File: config.mk
export PLATFORM = sky130hd
export DESIGN_NAME = cccv_charge_regulator
export DESIGN_NICKNAME = d
export VERILOG_FILES = /design/src/hdl/cccv_pkg.sv /design/src/hdl/cccv_cfg_regs.sv /design/src/hdl/cccv_ctrl.sv /design/src/hdl/cccv_charge_regulator.sv
export VERILOG_INCLUDE_DIRS = /design/src /design/src/hdl
export SDC_FILE = /design/constraint.sdc
export NUM_CORES = 1
export LEC_CHECK = 0
export BUFFER_PORTS_ARGS = -buffer_cell sky130_fd_sc_hd__buf_2
export CORE_UTILIZATION = 35
export DETAILED_ROUTE_END_ITERATION = 8
export GPL_TIMING_DRIVEN = 0
export REMOVE_ABC_BUFFERS = 1
export SLEW_MARGIN = 20
export SYNTH_ARGS = -nofsm -noshare
export SYNTH_HDL_FRONTEND = slang
export SYNTH_HIERARCHICAL = 1
export SYNTH_SLANG_ARGS = --single-unit
File: constraint.sdc
create_clock -name clk_i -period 10.5 [get_ports clk_i]
set_clock_uncertainty 0.2 [all_clocks]
set_input_delay 1.05 -clock clk_i [delete_from_list [all_inputs] [get_ports clk_i]]
set_output_delay 1.05 -clock clk_i [all_outputs]
set_load 0.005 [all_outputs]
File: src/hdl/cccv_charge_regulator_defines.svh
// Assertion macros for the CC/CV charge regulator.
// Used by the top level; needs nothing else.
`ifndef CCCV_CHARGE_REGULATOR_DEFINES_SVH
`define CCCV_CHARGE_REGULATOR_DEFINES_SVH

// Same-cycle implication, disabled while reset is asserted.
`define CCCV_ASSERT_IMP(label, clk, rst_n, ante, cons, msg) \
  label: assert property (@(posedge clk) disable iff (!rst_n) (ante) |-> (cons)) \
    else $error(msg);

// Next-cycle implication, disabled while reset is asserted.
`define CCCV_ASSERT_NXT(label, clk, rst_n, ante, cons, msg) \
  label: assert property (@(posedge clk) disable iff (!rst_n) (ante) |=> (cons)) \
    else $error(msg);

`endif

File: src/hdl/cccv_pkg.sv
// Shared types and constants for the CC/CV charge regulator.
// No dependencies; every other HDL file but the defines header uses it.
`default_nettype none

package cccv_pkg;

  localparam int DATA_W = 10;  // ADC sample, duty and register width
  localparam int SUM_W  = 13;  // current accumulator width
  localparam int CNT_W  = 3;   // sample counter width
  localparam int IDX_W  = 2;   // configuration register index width

  // Configuration register indexes.
  localparam logic [IDX_W-1:0] CFG_TARGET_VOLTAGE = 2'd0;
  localparam logic [IDX_W-1:0] CFG_TARGET_CURRENT = 2'd1;
  localparam logic [IDX_W-1:0] CFG_LITHIUM_CUTOFF = 2'd2;
  localparam logic [IDX_W-1:0] CFG_NICKEL_CUTOFF  = 2'd3;

  // Reset values of the end-of-charge thresholds.
  localparam logic [DATA_W-1:0] LITHIUM_CUTOFF_RST = 10'd55;
  localparam logic [DATA_W-1:0] NICKEL_CUTOFF_RST  = 10'd25;

  typedef enum logic [1:0] {
    ACT_REGULATE = 2'd0,
    ACT_EOC      = 2'd1,
    ACT_START    = 2'd2,
    ACT_STOP     = 2'd3
  } action_e;

  typedef struct packed {
    logic [1:0]        action;
    logic [DATA_W-1:0] battery_voltage;
    logic [DATA_W-1:0] measured_current;
    logic              is_lithium;
    logic              disconnected;
  } in_t;

  typedef struct packed {
    logic [DATA_W-1:0] pwm_duty;
    logic              regulator_on;
    logic              charge_done;
    logic              constant_current;
  } out_t;

  typedef struct packed {
    logic [DATA_W-1:0] target_voltage;
    logic [DATA_W-1:0] target_current;
    logic [DATA_W-1:0] lithium_cutoff;
    logic [DATA_W-1:0] nickel_cutoff;
  } cfg_t;

endpackage

`default_nettype wire

File: src/hdl/cccv_cfg_regs.sv
// Configuration register file of the CC/CV charge regulator.
// Depends on cccv_pkg for the index codes and the cfg_t bundle.
`default_nettype none

module cccv_cfg_regs (
  input  wire logic                         clk_i,
  input  wire logic                         rst_ni,
  input  wire logic                         cfg_we_i,
  input  wire logic [cccv_pkg::IDX_W-1:0]   cfg_index_i,
  input  wire logic [cccv_pkg::DATA_W-1:0]  cfg_data_i,
  output cccv_pkg::cfg_t                    cfg_o
);

  cccv_pkg::cfg_t cfg_q, cfg_d;

  always_comb begin
    cfg_d = cfg_q;
    if (cfg_we_i) begin
      case (cfg_index_i)
        cccv_pkg::CFG_TARGET_VOLTAGE: cfg_d.target_voltage = cfg_data_i;
        cccv_pkg::CFG_TARGET_CURRENT: cfg_d.target_current = cfg_data_i;
        cccv_pkg::CFG_LITHIUM_CUTOFF: cfg_d.lithium_cutoff = cfg_data_i;
        cccv_pkg::CFG_NICKEL_CUTOFF:  cfg_d.nickel_cutoff  = cfg_data_i;
        default: ;
      endcase
    end
  end

  always_ff @(posedge clk_i or negedge rst_ni) begin
    if (!rst_ni) begin
      cfg_q.target_voltage <= '0;
      cfg_q.target_current <= '0;
      cfg_q.lithium_cutoff <= cccv_pkg::LITHIUM_CUTOFF_RST;
      cfg_q.nickel_cutoff  <= cccv_pkg::NICKEL_CUTOFF_RST;
    end else begin
      cfg_q <= cfg_d;
    end
  end

  assign cfg_o = cfg_q;

endmodule

`default_nettype wire

File: src/hdl/cccv_ctrl.sv
// Regulation state and next-state logic of the CC/CV charge regulator.
// Depends on cccv_pkg; the result word shows the state after the item.
`default_nettype none

module cccv_ctrl #(
  parameter int AVERAGE_SAMPLES = 5,
  parameter int DUTY_LIMIT      = 1022
) (
  input  wire logic     clk_i,
  input  wire logic     rst_ni,
  input  wire logic     step_i,   // commit the state for the word below
  input  wire cccv_pkg::in_t item_i,
  input  wire cccv_pkg::cfg_t cfg_i,
  output cccv_pkg::out_t result_o
);

  localparam int DataW = cccv_pkg::DATA_W;
  localparam int SumW  = cccv_pkg::SUM_W;
  localparam int CntW  = cccv_pkg::CNT_W;

  localparam logic [DataW-1:0] Limit     = DataW'(DUTY_LIMIT);
  localparam logic [DataW-1:0] LimitLess = DataW'(DUTY_LIMIT - 1);
  localparam logic [CntW-1:0]  Samples   = CntW'(AVERAGE_SAMPLES);

  logic             enable_q, enable_d;
  logic             done_q, done_d;
  logic [DataW-1:0] duty_q, duty_d;
  logic [SumW-1:0]  sum_q, sum_d;
  logic [CntW-1:0]  cnt_q, cnt_d;

  logic             ramp_up, ramp_down;
  logic [DataW-1:0] cutoff;
  logic [SumW-1:0]  threshold;

  assign ramp_up   = (item_i.battery_voltage < cfg_i.target_voltage) &&
                     (item_i.measured_current < cfg_i.target_current);
  assign ramp_down = (item_i.battery_voltage > cfg_i.target_voltage) ||
                     (item_i.measured_current > cfg_i.target_current);

  // floor(sum / N) < cutoff holds exactly when sum < cutoff * N.
  assign cutoff    = item_i.is_lithium ? cfg_i.lithium_cutoff : cfg_i.nickel_cutoff;
  assign threshold = SumW'(cutoff) * SumW'(AVERAGE_SAMPLES);

  always_comb begin
    enable_d = enable_q;
    done_d   = done_q;
    duty_d   = duty_q;
    sum_d    = sum_q;
    cnt_d    = cnt_q;
    case (item_i.action)
      cccv_pkg::ACT_REGULATE: begin
        if (enable_q) begin
          if (ramp_up) begin
            duty_d = (duty_q < LimitLess) ? duty_q + DataW'(1) : Limit;
          end else if (ramp_down) begin
            duty_d = (duty_q > DataW'(1)) ? duty_q - DataW'(1) : '0;
          end
        end
      end
      cccv_pkg::ACT_EOC: begin
        if (cnt_q < Samples) begin
          sum_d = sum_q + SumW'(item_i.measured_current);
          cnt_d = cnt_q + CntW'(1);
        end else begin
          if (sum_q < threshold) begin
            done_d = 1'b1;
            if (item_i.is_lithium || item_i.disconnected) begin
              duty_d   = '0;
              enable_d = 1'b0;
            end
          end
          sum_d = '0;
          cnt_d = '0;
        end
      end
      cccv_pkg::ACT_START: begin
        done_d   = 1'b0;
        duty_d   = '0;
        enable_d = 1'b1;
      end
      cccv_pkg::ACT_STOP: begin
        duty_d   = '0;
        enable_d = 1'b0;
      end
      default: ;
    endcase
  end

  always_ff @(posedge clk_i or negedge rst_ni) begin
    if (!rst_ni) begin
      enable_q <= 1'b0;
      done_q   <= 1'b1;
      duty_q   <= '0;
      sum_q    <= '0;
      cnt_q    <= '0;
    end else if (step_i) begin
      enable_q <= enable_d;
      done_q   <= done_d;
      duty_q   <= duty_d;
      sum_q    <= sum_d;
      cnt_q    <= cnt_d;
    end
  end

  assign result_o.pwm_duty         = duty_d;
  assign result_o.regulator_on     = enable_d;
  assign result_o.charge_done      = done_d;
  assign result_o.constant_current = item_i.measured_current < cfg_i.target_current;

endmodule

`default_nettype wire

File: src/hdl/cccv_charge_regulator.sv
// Top level of the CC/CV charge regulator: input register, result register.
// Depends on cccv_pkg, cccv_cfg_regs, cccv_ctrl and the defines header.
//
// Usage:
// Input words arrive on in_valid_i/in_ready_o/in_data_i; each word carries an
// action (regulate tick, end-of-charge tick, start, stop) and the ADC samples.
// Every accepted word yields exactly one result word on out_valid_o/
// out_ready_i/out_data_o, which shows the duty, enable and done state after
// that word, plus a flag telling whether the current is below its target.
// An accepted word sits in the input register, and its result is loaded
// into the result register at the edge where that word advances. One word
// per cycle is sustained while the receiver does not stall; the next word
// only needs the state committed by the previous one when its result loads.
// When the receiver stalls, the result register holds its word, the input
// register still takes one more word, and in_ready_o drops only when both
// registers are full. Reset clears both valid flags and the regulator state:
// regulator off, duty zero, done set, averaging window empty; the cutoff
// registers return to 55 (lithium) and 25 (NiMH). The configuration port
// writes one register per cycle with cfg_we_i high and should be used only
// while no word is in flight.
`default_nettype none

`include "cccv_charge_regulator_defines.svh"

module cccv_charge_regulator #(
  parameter int AVERAGE_SAMPLES = 5,
  parameter int DUTY_LIMIT      = 1022
) (
  input  wire logic                         clk_i,
  input  wire logic                         rst_ni,
  input  wire logic                         in_valid_i,
  output logic                              in_ready_o,
  input  wire cccv_pkg::in_t                in_data_i,
  output logic                              out_valid_o,
  input  wire logic                         out_ready_i,
  output cccv_pkg::out_t                    out_data_o,
  input  wire logic                         cfg_we_i,
  input  wire logic [cccv_pkg::IDX_W-1:0]   cfg_index_i,
  input  wire logic [cccv_pkg::DATA_W-1:0]  cfg_data_i
);

  cccv_pkg::cfg_t cfg;
  cccv_pkg::in_t  item_q;
  cccv_pkg::out_t result;
  cccv_pkg::out_t out_q;

  logic item_valid_q, item_valid_d;
  logic out_valid_q, out_valid_d;
  logic in_fire, advance;

  // The item in the input register moves on whenever the result register is
  // free or being emptied in this cycle; the state commits at the same edge.
  assign advance    = item_valid_q && (!out_valid_q || out_ready_i);
  assign in_ready_o = !item_valid_q || advance;
  assign in_fire    = in_valid_i && in_ready_o;

  assign item_valid_d = in_fire || (item_valid_q && !advance);
  assign out_valid_d  = advance || (out_valid_q && !out_ready_i);

  cccv_cfg_regs u_cfg (
    .clk_i       (clk_i),
    .rst_ni      (rst_ni),
    .cfg_we_i    (cfg_we_i),
    .cfg_index_i (cfg_index_i),
    .cfg_data_i  (cfg_data_i),
    .cfg_o       (cfg)
  );

  cccv_ctrl #(
    .AVERAGE_SAMPLES (AVERAGE_SAMPLES),
    .DUTY_LIMIT      (DUTY_LIMIT)
  ) u_ctrl (
    .clk_i    (clk_i),
    .rst_ni   (rst_ni),
    .step_i   (advance),
    .item_i   (item_q),
    .cfg_i    (cfg),
    .result_o (result)
  );

  always_ff @(posedge clk_i or negedge rst_ni) begin
    if (!rst_ni) begin
      item_valid_q <= 1'b0;
      out_valid_q  <= 1'b0;
    end else begin
      item_valid_q <= item_valid_d;
      out_valid_q  <= out_valid_d;
    end
  end

  // Payload registers carry no reset; their valid flags guard them.
  always_ff @(posedge clk_i) begin
    if (in_fire) begin
      item_q <= in_data_i;
    end
    if (advance) begin
      out_q <= result;
    end
  end

  assign out_valid_o = out_valid_q;
  assign out_data_o  = out_q;

  // A word that leaves the input register always lands in the result register.
  `CCCV_ASSERT_NXT(a_advance_fills_out, clk_i, rst_ni, advance, out_valid_q, "result word lost")
  // The regulator never reports a nonzero duty while it is off.
  `CCCV_ASSERT_IMP(a_off_means_zero_duty, clk_i, rst_ni, out_valid_q && !out_q.regulator_on, out_q.pwm_duty == '0, "duty nonzero while off")
  // The duty never rises above its limit.
  `CCCV_ASSERT_IMP(a_duty_limit, clk_i, rst_ni, out_valid_q, out_q.pwm_duty <= cccv_pkg::DATA_W'(DUTY_LIMIT), "duty above limit")

endmodule

`default_nettype wire

# After elaboration in Yosys (flattened, before gate mapping)
# Cells that the tools add are included.
[word_totals] output_inout_bits=15 inputBits=41 wordCells=81 reg_bits=107
[classes] n_reduce_logical=23 multipliers=1 n_addsub=4 n_eq_ne=6 n_lt_le_gt_ge=8 muxes=19
[op_table] cell="2-to-1 mux 10 bit" count=9
[op_table] cell="case mux 10 bit (3 select lines)" count=1
[op_table] cell="> comparator 10 bit" count=2
[op_table] cell="less-than comparator 10 bit" count=2
[op_table] cell="adder 13 x 10 -> 13 bit" count=1
[op_table] cell="less-than comparator 13 bit" count=1
[op_table] cell="multiplier 10 x 3 -> 13 bit (second input constant)" count=1
[op_table] cell="2-to-1 mux 13 bit" count=1
[op_table] cell="adder 10 x 1 -> 10 bit (second input constant)" count=1
[op_table] cell="> comparator 10 x 1 -> 1 bit (second input constant)" count=1
[op_table] cell="less-than comparator 10 bit (second input constant)" count=1
[op_table] cell="AND reduction 2 bit" count=5
[op_table] cell="subtractor 10 x 1 -> 10 bit (second input constant)" count=1
[op_table] cell="== test 2 bit (second input constant)" count=4
[op_table] cell="logical OR 1 bit" count=6
[op_table] cell="logical AND 1 bit" count=5
[op_table] cell="2-to-1 mux 1 bit" count=5
[op_table] cell="== test 2 x 1 -> 1 bit (second input constant)" count=2
[op_table] cell="logical NOT 1 bit" count=4
[op_table] cell="logical NOT 2 bit" count=2
[op_table] cell="adder 3 x 1 -> 3 bit (second input constant)" count=1
[op_table] cell="less-than comparator 3 bit (second input constant)" count=1
[op_table] cell="2-to-1 mux 3 bit" count=1
[op_table] cell="case mux 1 bit (3 select lines)" count=1
[op_table] cell="2 further kinds" count=2

# Depth between registers and ports, before layout
# Gate-level depths: netlist of run 1.
[logic_depth] ltp_word=6 ltp_mapped=22 depth_no_buf=21

# Modules after synthesis
# The synthesis of run 1 kept the hierarchy.
[modules_own_cells] mod="cccv_ctrl" seq_area_each_um2=701.9 n_inst=1 area_each_um2=3794.9 cells_each=455
[modules_own_cells] mod="cccv_cfg_regs" seq_area_each_um2=1011.0 n_inst=1 area_each_um2=1607.8 cells_each=87
[modules_own_cells] mod="cccv_charge_regulator" seq_area_each_um2=1161.1 n_inst=1 area_each_um2=1214.9 cells_each=45

# Worst setup path after synthesis of run 1
# Ideal clock, no wire load.
[synth_timing] path_type="reg2reg" startpoint="register item_q[1] in the netlist's numbering" endpoint="register u_ctrl.duty_q[3]" path_buffers=1 slack_ns=5.820 required_time_ns=10.178 stages_incl_launch_ff=22 setup_time_ns=0.122 arrival_time_ns=4.359 period_less_slack_ns=4.680 path_cell_list="edfxtp_1 clkbuf_1 mux2_2 ha_1 ha_1 inv_1 fa_1 inv_1 a21oi_1 o21ai_0 a21o_1 a21oi_1 o21ai_0 xnor2_1 ha_1 nand2_1 nor2_1 a2111oi_2 a31oi_1 and2b_2 or2b_2 a32o_1"
[synth_via] elab_chain_cells=6 word_cells_on_any_way=8 classes_between="mul: 1; order compare: 1; mux: 5; reduce/logical: 1"
[synth_lines] element="from (decl)" line_no="cccv_charge_regulator.sv:43" source="cccv_pkg::in_t item_q;"
[synth_lines] element="from (signal assigned)" line_no="cccv_charge_regulator.sv:94" source="item_q <= in_data_i;"
[synth_lines] element="2-to-1 mux 10 bit" line_no="cccv_ctrl.sv:41" source="assign cutoff = item_i.is_lithium ? cfg_i.lithium_cutoff : cfg_i.nickel_cutoff;"
[synth_lines] element="multiplier 10 x 3 -> 13 bit" line_no="cccv_ctrl.sv:42" source="assign threshold = SumW'(cutoff) * SumW'(AVERAGE_SAMPLES);"
[synth_lines] element="less-than comparator 13 bit" line_no="cccv_ctrl.sv:65" source="if (sum_q < threshold) begin"
[synth_lines] element="2-to-1 mux 10 bit (*)" line_no="cccv_ctrl.sv:65"
[synth_lines] element="2-to-1 mux 10 bit (*)" line_no="cccv_ctrl.sv:61" source="if (cnt_q < Samples) begin"
[synth_lines] element="case mux 10 bit (3 select lines) (*)" line_no="cccv_ctrl.sv:50" source="case (item_i.action)"
[synth_lines] element="to (signal assigned)" line_no="cccv_ctrl.sv:99" source="duty_q <= duty_d;"
[synth_lines] element="to (decl)" line_no="cccv_ctrl.sv:27" source="logic [DataW-1:0] duty_q, duty_d;"
# Mark *: on every way between the ends. The rest lies on a longest branch, timed or not.
# A chain may end at the register's enable or synchronous reset.

# Worst setup path after layout of run 1
[layout_timing] startpoint="register item_q[1] in the netlist's numbering" endpoint="register u_ctrl.duty_q[8]"
# The elaborated chain is that of the path after synthesis.

==> results of run 1 <==
-- final cells by class --
type                            instances  area (sq um)  area share (%)
Timing Repair Buffer                   56           298            4.05
Multi-Input combinational cell        413          3420            46.5
Tap cell                              229           287            3.90
Inverter                               46           173            2.35
Clock inverter                          6          48.8           0.664
Clock buffer                           10           250            3.41
Sequential cell                       107          2870            39.1
-- kinds of logic after synthesis --
logic type | count (synthesis) | share of synthesized area, %
and+or+nand+nor | 141 | 11.1
adders and majority gates | 66 | 12.7
buffers and inverters | 67 | 4.97
muxes | 54 | 10.2
AOI/OAI and AO/OA | 140 | 15.9
DFF | 107 | 43.4
xor gates and xnor gates | 12 | 1.59
-- critical path: stages (launching register included) --
cell and delay (ns):
edfxtp_1 0.68, mux2_2 0.44, ha_1 0.30, ha_1 0.16
inv_1 0.06, fa_1 0.39, inv_1 0.07, a21oi_1 0.05
o21ai_0 0.26, a21o_1 0.17, a21oi_1 0.08, o21ai_0 0.21
xnor2_1 0.10, ha_1 0.30, nand4_1 0.13, nor4_1 0.29
a22oi_1 0.16, a31oi_1 0.40, o21a_1 0.29, nand2b_1 0.29
a22o_1 0.19
-- flip-flops by register name, indices dropped and copies added (netlist names) --
name and count:
item_q 24, u_ctrl/duty_q 10, u_ctrl/done_q 1, u_ctrl/cnt_q 3, out_valid_o 1, u_ctrl/sum_q 13
out_data_o 13, item_valid_q 1, u_ctrl/enable_q 1, u_cfg/cfg_o 40
-- cell usage after synthesis, types with 6 or more instances --
cell,instances,area (sq um)
edfxtp_1,37,1110
nand3_1,14,70.1
nor2_1,25,93.8
a22o_1,6,52.6
clkbuf_1,6,22.5
inv_1,45,169
nand2b_1,7,43.8
ha_1,64,801
nand4_1,8,50.1
nor3_1,8,40.0
dfrtp_1,61,1530
xnor2_1,7,61.3
dfstp_2,9,236
nand2_1,49,184
a31oi_1,7,43.8
a32o_1,7,70.1
o31ai_1,8,60.1
mux2_4,20,300
a21oi_1,24,120
buf_6,7,78.8
mux2_2,30,338
a21o_1,6,45.0
o21ai_0,29,145
-- placed cells by master (no fill, tap or decap), types with 8 or more instances in the layout --
cell,synthesis,routed
o21ai_0,29,29
mux2_4,20,20
inv_1,45,45
dfstp_2,9,9
nand4_1,8,8
mux2_2,30,30
nand2_1,49,49
nor2_1,25,25
nand3_1,14,14
a21oi_1,24,24
buf_2,2,54
nor3_1,8,8
dfrtp_1,61,61
edfxtp_1,37,37
ha_1,64,64
o31ai_1,8,8
clkbuf_16,0,10
-- through the flow --
stage | hold slack (ns) | power [mW] | instance area [sq um] | std cells | util (%)
global route | 0.329 | 1.74 | 7350 | 867 | 40.2
floorplan | 0.257 | 1.10 | 6460 | 566 | -
global placement | 0.285 | 1.24 | 7020 | 850 | 38.4
detailed placement | 0.287 | 1.28 | 7050 | 851 | 38.6
CTS | 0.301 | 1.63 | 7340 | 867 | 40.2
finish | 0.305 | 1.62 | 7350 | 867 | 40.2
-- where the power goes --
group	total [mW]	internal, mW	switching, mW
combinational	0.684	0.303	0.381
clock	0.345	0.179	0.166
sequential	0.592	0.517	0.0746
-- path summary, 6_finish.rpt --
path | startpoint | end | slack (ns)
max reg2reg | item_q[1]$_DFFE_PP_ | u_ctrl/duty_q[8]$_DFFE_PN0P_ | 5.21
min in group asynchronous | rst_ni | u_cfg/cfg_o[22]$_DFFE_PN0P_ | 0.45
min reg2reg | u_ctrl/sum_q[12]$_DFFE_PN0P_ | u_ctrl/sum_q[12]$_DFFE_PN0P_ | 0.31
min | u_ctrl/sum_q[12]$_DFFE_PN0P_ | u_ctrl/sum_q[12]$_DFFE_PN0P_ | 0.31
max | item_q[1]$_DFFE_PP_ | u_ctrl/duty_q[8]$_DFFE_PN0P_ | 5.21
max in group asynchronous | rst_ni | u_cfg/cfg_o[12]$_DFFE_PN1P_ | 9.03
-- routing by layer --
metal	part of all wire, %	global-route usage, %	up-vias
met5	0	0	-
met4	2.0	6.20	0
met3	3.9	2.86	19
met2	47	26.3	96
met1	47	20.8	2297
li1	-	-	2257
==> results.toml, run 1 <==
[final_layout]
fillerInstances = 1767
area_growth_pct = 11.0
nNetsFinal = 740
drive_above_1_share_pct = 25.5
antenna_cells = 0

[power_and_ir_drop]
power_leakage_nw = 3.32
ir_drop_mv = 0.0963
powerDensity_nw_per_um2 = 221

[setup_path]
critPathRequiredTime_ns = 10.60
startpoint_type = "flip-flop"
arrival_ns = 5.39
reg2reg_depth = 20
critPathKind = "reg2reg"
crit_path_end_kind = "flip-flop"
path_max_fanout = 11

[timing]
rsz0062_at_grt = "false"
hold_violations = 0
min_period_ns = 5.29
timing.fmax_ghz = 0.189
min_period_over_period_pct = 50.4
tightest_slew_ns = 0.949
setup_slack_ns = 5.21
report.final.setup_viol = 0
maxSlewHeadroom_pct = 36.1
slew_viol_final = 0
setup_tns_ns = 0

[grt]
antenna_found_initial = 0
grt_pass1_vias = 4721
grt_overflow_total = 0
grt_pass1_wl_um = 24200
grtUsageTotal_pct = 16.0
grt_max_degree = 39

[yosys]
synth_warnings = 6
synth_area_per_cell_sq_um = 11.3
synth_cell_type_count = 77
synth_area_sq_um = 6620
ys.flop_type = "dfrtp_1"
synth.yosys.seq_area_share_pct = 43.4
synthArstFlopShare_pct = 65.4
netlist_instances = 587
synth_edf_count = 37
synth-seq-cells = 107

[clock_tree]
post_cts_buffers = 0
ctsResizeCount = 0
cts_buffers = 9
cts_tree = "built"
cts_buffer_depth = 2
clkTransAtPathRegs_ns = 0.07
cts_root_buf = "clkbuf_16"
cts-htree-levels = 3
clkSinkCount = 107
clk_latency_ns = 0.36
cts_hold_buf = 0

[detailed_routing]
route.vias.total = 4669
route.detailed.drc = 0
ant_nets = 0
routed_wl_um = 14800
dr.pass1.iters = 4
post_drt_via_cell_ratio = 5.39
avgRoutedWirePerCell_um = 17.1
drtIter0Drc = 230

[floorplanning]
dieArea_sq_um = 19500
start_util_pct = 36.2
die_height_um = 140
rows = 49
io_pins = 56
core_sq_um = 18300
die_w_um = 140

[status]
outcome = "completed"

[min_path]
hold_path.class = "reg2reg"
holdPathStages = 1

[placed_design]
gp_congestion = 0.854
numPortBuffers = 55
place_worst_setup_slack_ns = 5.15
dp.final_hpwl_um = 11200

[flow_run]
maxCapViolations = 0
Note: power is estimated with default switching activity, not from simulation.
==> run 2: changes to the inputs <==
Clock period 10.5 ns to 5.49 ns, I/O delays scaled along.
==> run 2 against run 1 <==
  * Sequential cell count is the same
  * Sequential power grew 91%
  * Fmax grew 5.4%
  * Total power grew 91%
  * Sequential share of layout area shrank 0.13 points
  * Largest cell class unchanged
  * Highest routed layer unchanged
==> results.toml, run 2 (synthesized netlist as in run 1, its figures left out) <==
[timing]
setup_tns_ns = 0
timing.fmax_ghz = 0.199
slew_viol_final = 0
min_period_ns = 5.02
min_period_over_period_pct = 91.4
report.final.setup_viol = 0
setup_slack_ns = 0.471
hold_violations = 0
maxSlewHeadroom_pct = 34.5
tightest_slew_ns = 0.972
rsz0062_at_grt = "false"

[clock_tree]
clkSinkCount = 107
clk_latency_ns = 0.36
clkTransAtPathRegs_ns = 0.08
cts_tree = "built"
cts_buffer_depth = 2
cts_root_buf = "clkbuf_16"
cts_buffers = 9
cts-htree-levels = 3

[floorplanning]
core_sq_um = 18300
die_w_um = 140
io_pins = 56
rows = 49
dieArea_sq_um = 19500
die_height_um = 140
start_util_pct = 36.2

[final_layout]
area_growth_pct = 11.4
drive_above_1_share_pct = 25.8
layout.area.seq_sq_um = 2870
final_common_cell = "ha_1"
fillerInstances = 1765
multi_input_area_sq_um = 3420
final_cell_mix = "64 x ha_1, 61 x dfrtp_1, 54 x buf_2"
largest_reg_flops = 40
antenna_cells = 0
fin_util_pct = 40.3
nNetsFinal = 742

[setup_path]
r2r_slack_ns = 0.47
cp_top_family = "compound AO/OA/AOI/OAI gates"
reg2reg_depth = 20
crit_buf_inv = 2
path_max_fanout = 7
startpoint_type = "flip-flop"
path_common_cell = "ha_1"
r2r_end = "u_ctrl/duty_q[8]$_DFFE_PN0P_"
crit_chain = "mux2_2 -> ha_1 -> ha_1 -> inv_1 -> fa_1 -> inv_1 -> a21oi_1 -> o21ai_0 -> a21o_1 -> a21oi_1 -> o21ai_0 -> xnor2_1 -> ha_1 -> nand4_1 -> nor4_1 -> a22oi_1 -> a31oi_2 -> o21a_1 -> nand2b_1 -> a22o_1"
critPathKind = "reg2reg"
max_stage_delay_ns = 0.52
slowest_stage = "edfxtp_1"
r2r-start = "item_q[1]$_DFFE_PP_"
crit_path_end_kind = "flip-flop"
arrival_ns = 5.12
critPathRequiredTime_ns = 5.59

[min_path]
holdPathStages = 1
hold_end = "item_q[14]$_DFFE_PP_"
hold_path.class = "in2reg"
hold_start = "in_data_i[14]"

[detailed_routing]
routed_wl_um = 14800
route.detailed.drc = 0
avgRoutedWirePerCell_um = 17.0
route.vias.total = 4702
ant_nets = 0
dr.pass1.iters = 4
drtIter0Drc = 238
post_drt_via_cell_ratio = 5.41

[grt]
grt_overflow_total = 0
antenna_found_initial = 0
grtUsageTotal_pct = 16.0
grt_pass1_wl_um = 24200
grt_pass1_vias = 4724
grt_max_degree = 39

[power_and_ir_drop]
ir_drop_mv = 0.185
power_leakage_nw = 3.33
powerDensity_nw_per_um2 = 421

[placed_design]
dp.final_hpwl_um = 11200
place_worst_setup_slack_ns = 0.139
numPortBuffers = 55
gp_congestion = 0.854

[status]
outcome = "completed"

[flow_run]
maxCapViolations = 0
[run 2: cell types whose count changed in the layout (fill, tap and decap cells not counted), sizes merged]
cell         change
buf              +1
dlygate4sd3      +1
[run 2: timing repair]
action,in CTS,in global routing
endpoints found under the setup margin,0,16
resized for setup,0,1
hold buffers,1,0
buffers inserted,0,1
hold endpoints to repair,30,0
[run 2: worst register-to-register path: cells and delay by family (launching register included)]
family	cells	cell delay, ns
AND/OR/NAND/NOR	3	0.71
multiplexers	1	0.42
AO/OA/AOI/OAI	9	1.73
XOR/XNOR	1	0.10
buffers and inverters	2	0.13
adder cells (fa/ha/maj)	4	1.15
flip-flops	1	0.52
[run 2: power breakdown]
| part | switching (mW) | internal [mW] | leakage, nW |
|---|---|---|---|
| logic | 0.730 | 0.581 | 1.98 |
| registers | 0.142 | 0.989 | 1.20 |
| clock network | 0.317 | 0.343 | 0.146 |
| total | 1.19 | 1.91 | 3.33 |
[run 2: worst max-delay path by stage]
stage,start,to,slack (ns),cells past startpoint
4_1_cts,item_q[1]$_DFFE_PP_,u_ctrl/duty_q[8]$_DFFE_PN0P_,0.11,20
5_1_grt,item_q[1]$_DFFE_PP_,u_ctrl/duty_q[8]$_DFFE_PN0P_,0.05,20
2_1_floorplan,item_q[1]$_DFFE_PP_,u_ctrl/duty_q[5]$_DFFE_PN0P_,0.94,20
6_report,item_q[1]$_DFFE_PP_,u_ctrl/duty_q[8]$_DFFE_PN0P_,0.47,20
3_5_place_dp,item_q[1]$_DFFE_PP_,u_ctrl/duty_q[8]$_DFFE_PN0P_,0.14,20
3_3_place_gp,item_q[1]$_DFFE_PP_,u_ctrl/duty_q[8]$_DFFE_PN0P_,0.19,20
[run 2: routing by layer]
layer	routed length [um]	vias to the layer above	track usage (%)	share of wire, %
met4	286	0	6.20	1.9
met2	7010	106	26.3	47
li1	-	2263	-	-
met1	6880	2315	20.8	46
met5	0	-	0	0
met3	633	18	2.86	4.3
[run 2: layout make-up]
cell class                      count  area share [%]
Timing Repair Buffer               58            4.28
Sequential cell                   107            39.0
Inverter                           46            2.34
Tap cell                          229            3.89
Clock inverter                      6           0.662
Multi-Input combinational cell    413            46.4
Clock buffer                       10            3.40
[run 2: per-stage QoR]
stage	instance area [sq um]	std cells	total power, mW	hold slack (ns)
6_report	7370	869	3.10	0.160
5_1_grt	7370	869	3.34	0.145
4_1_cts	7350	868	3.12	0.147
3_5_place_dp	7050	851	2.44	0.287
3_3_place_gp	7020	850	2.37	0.285
2_1_floorplan	6460	566	2.10	0.0534
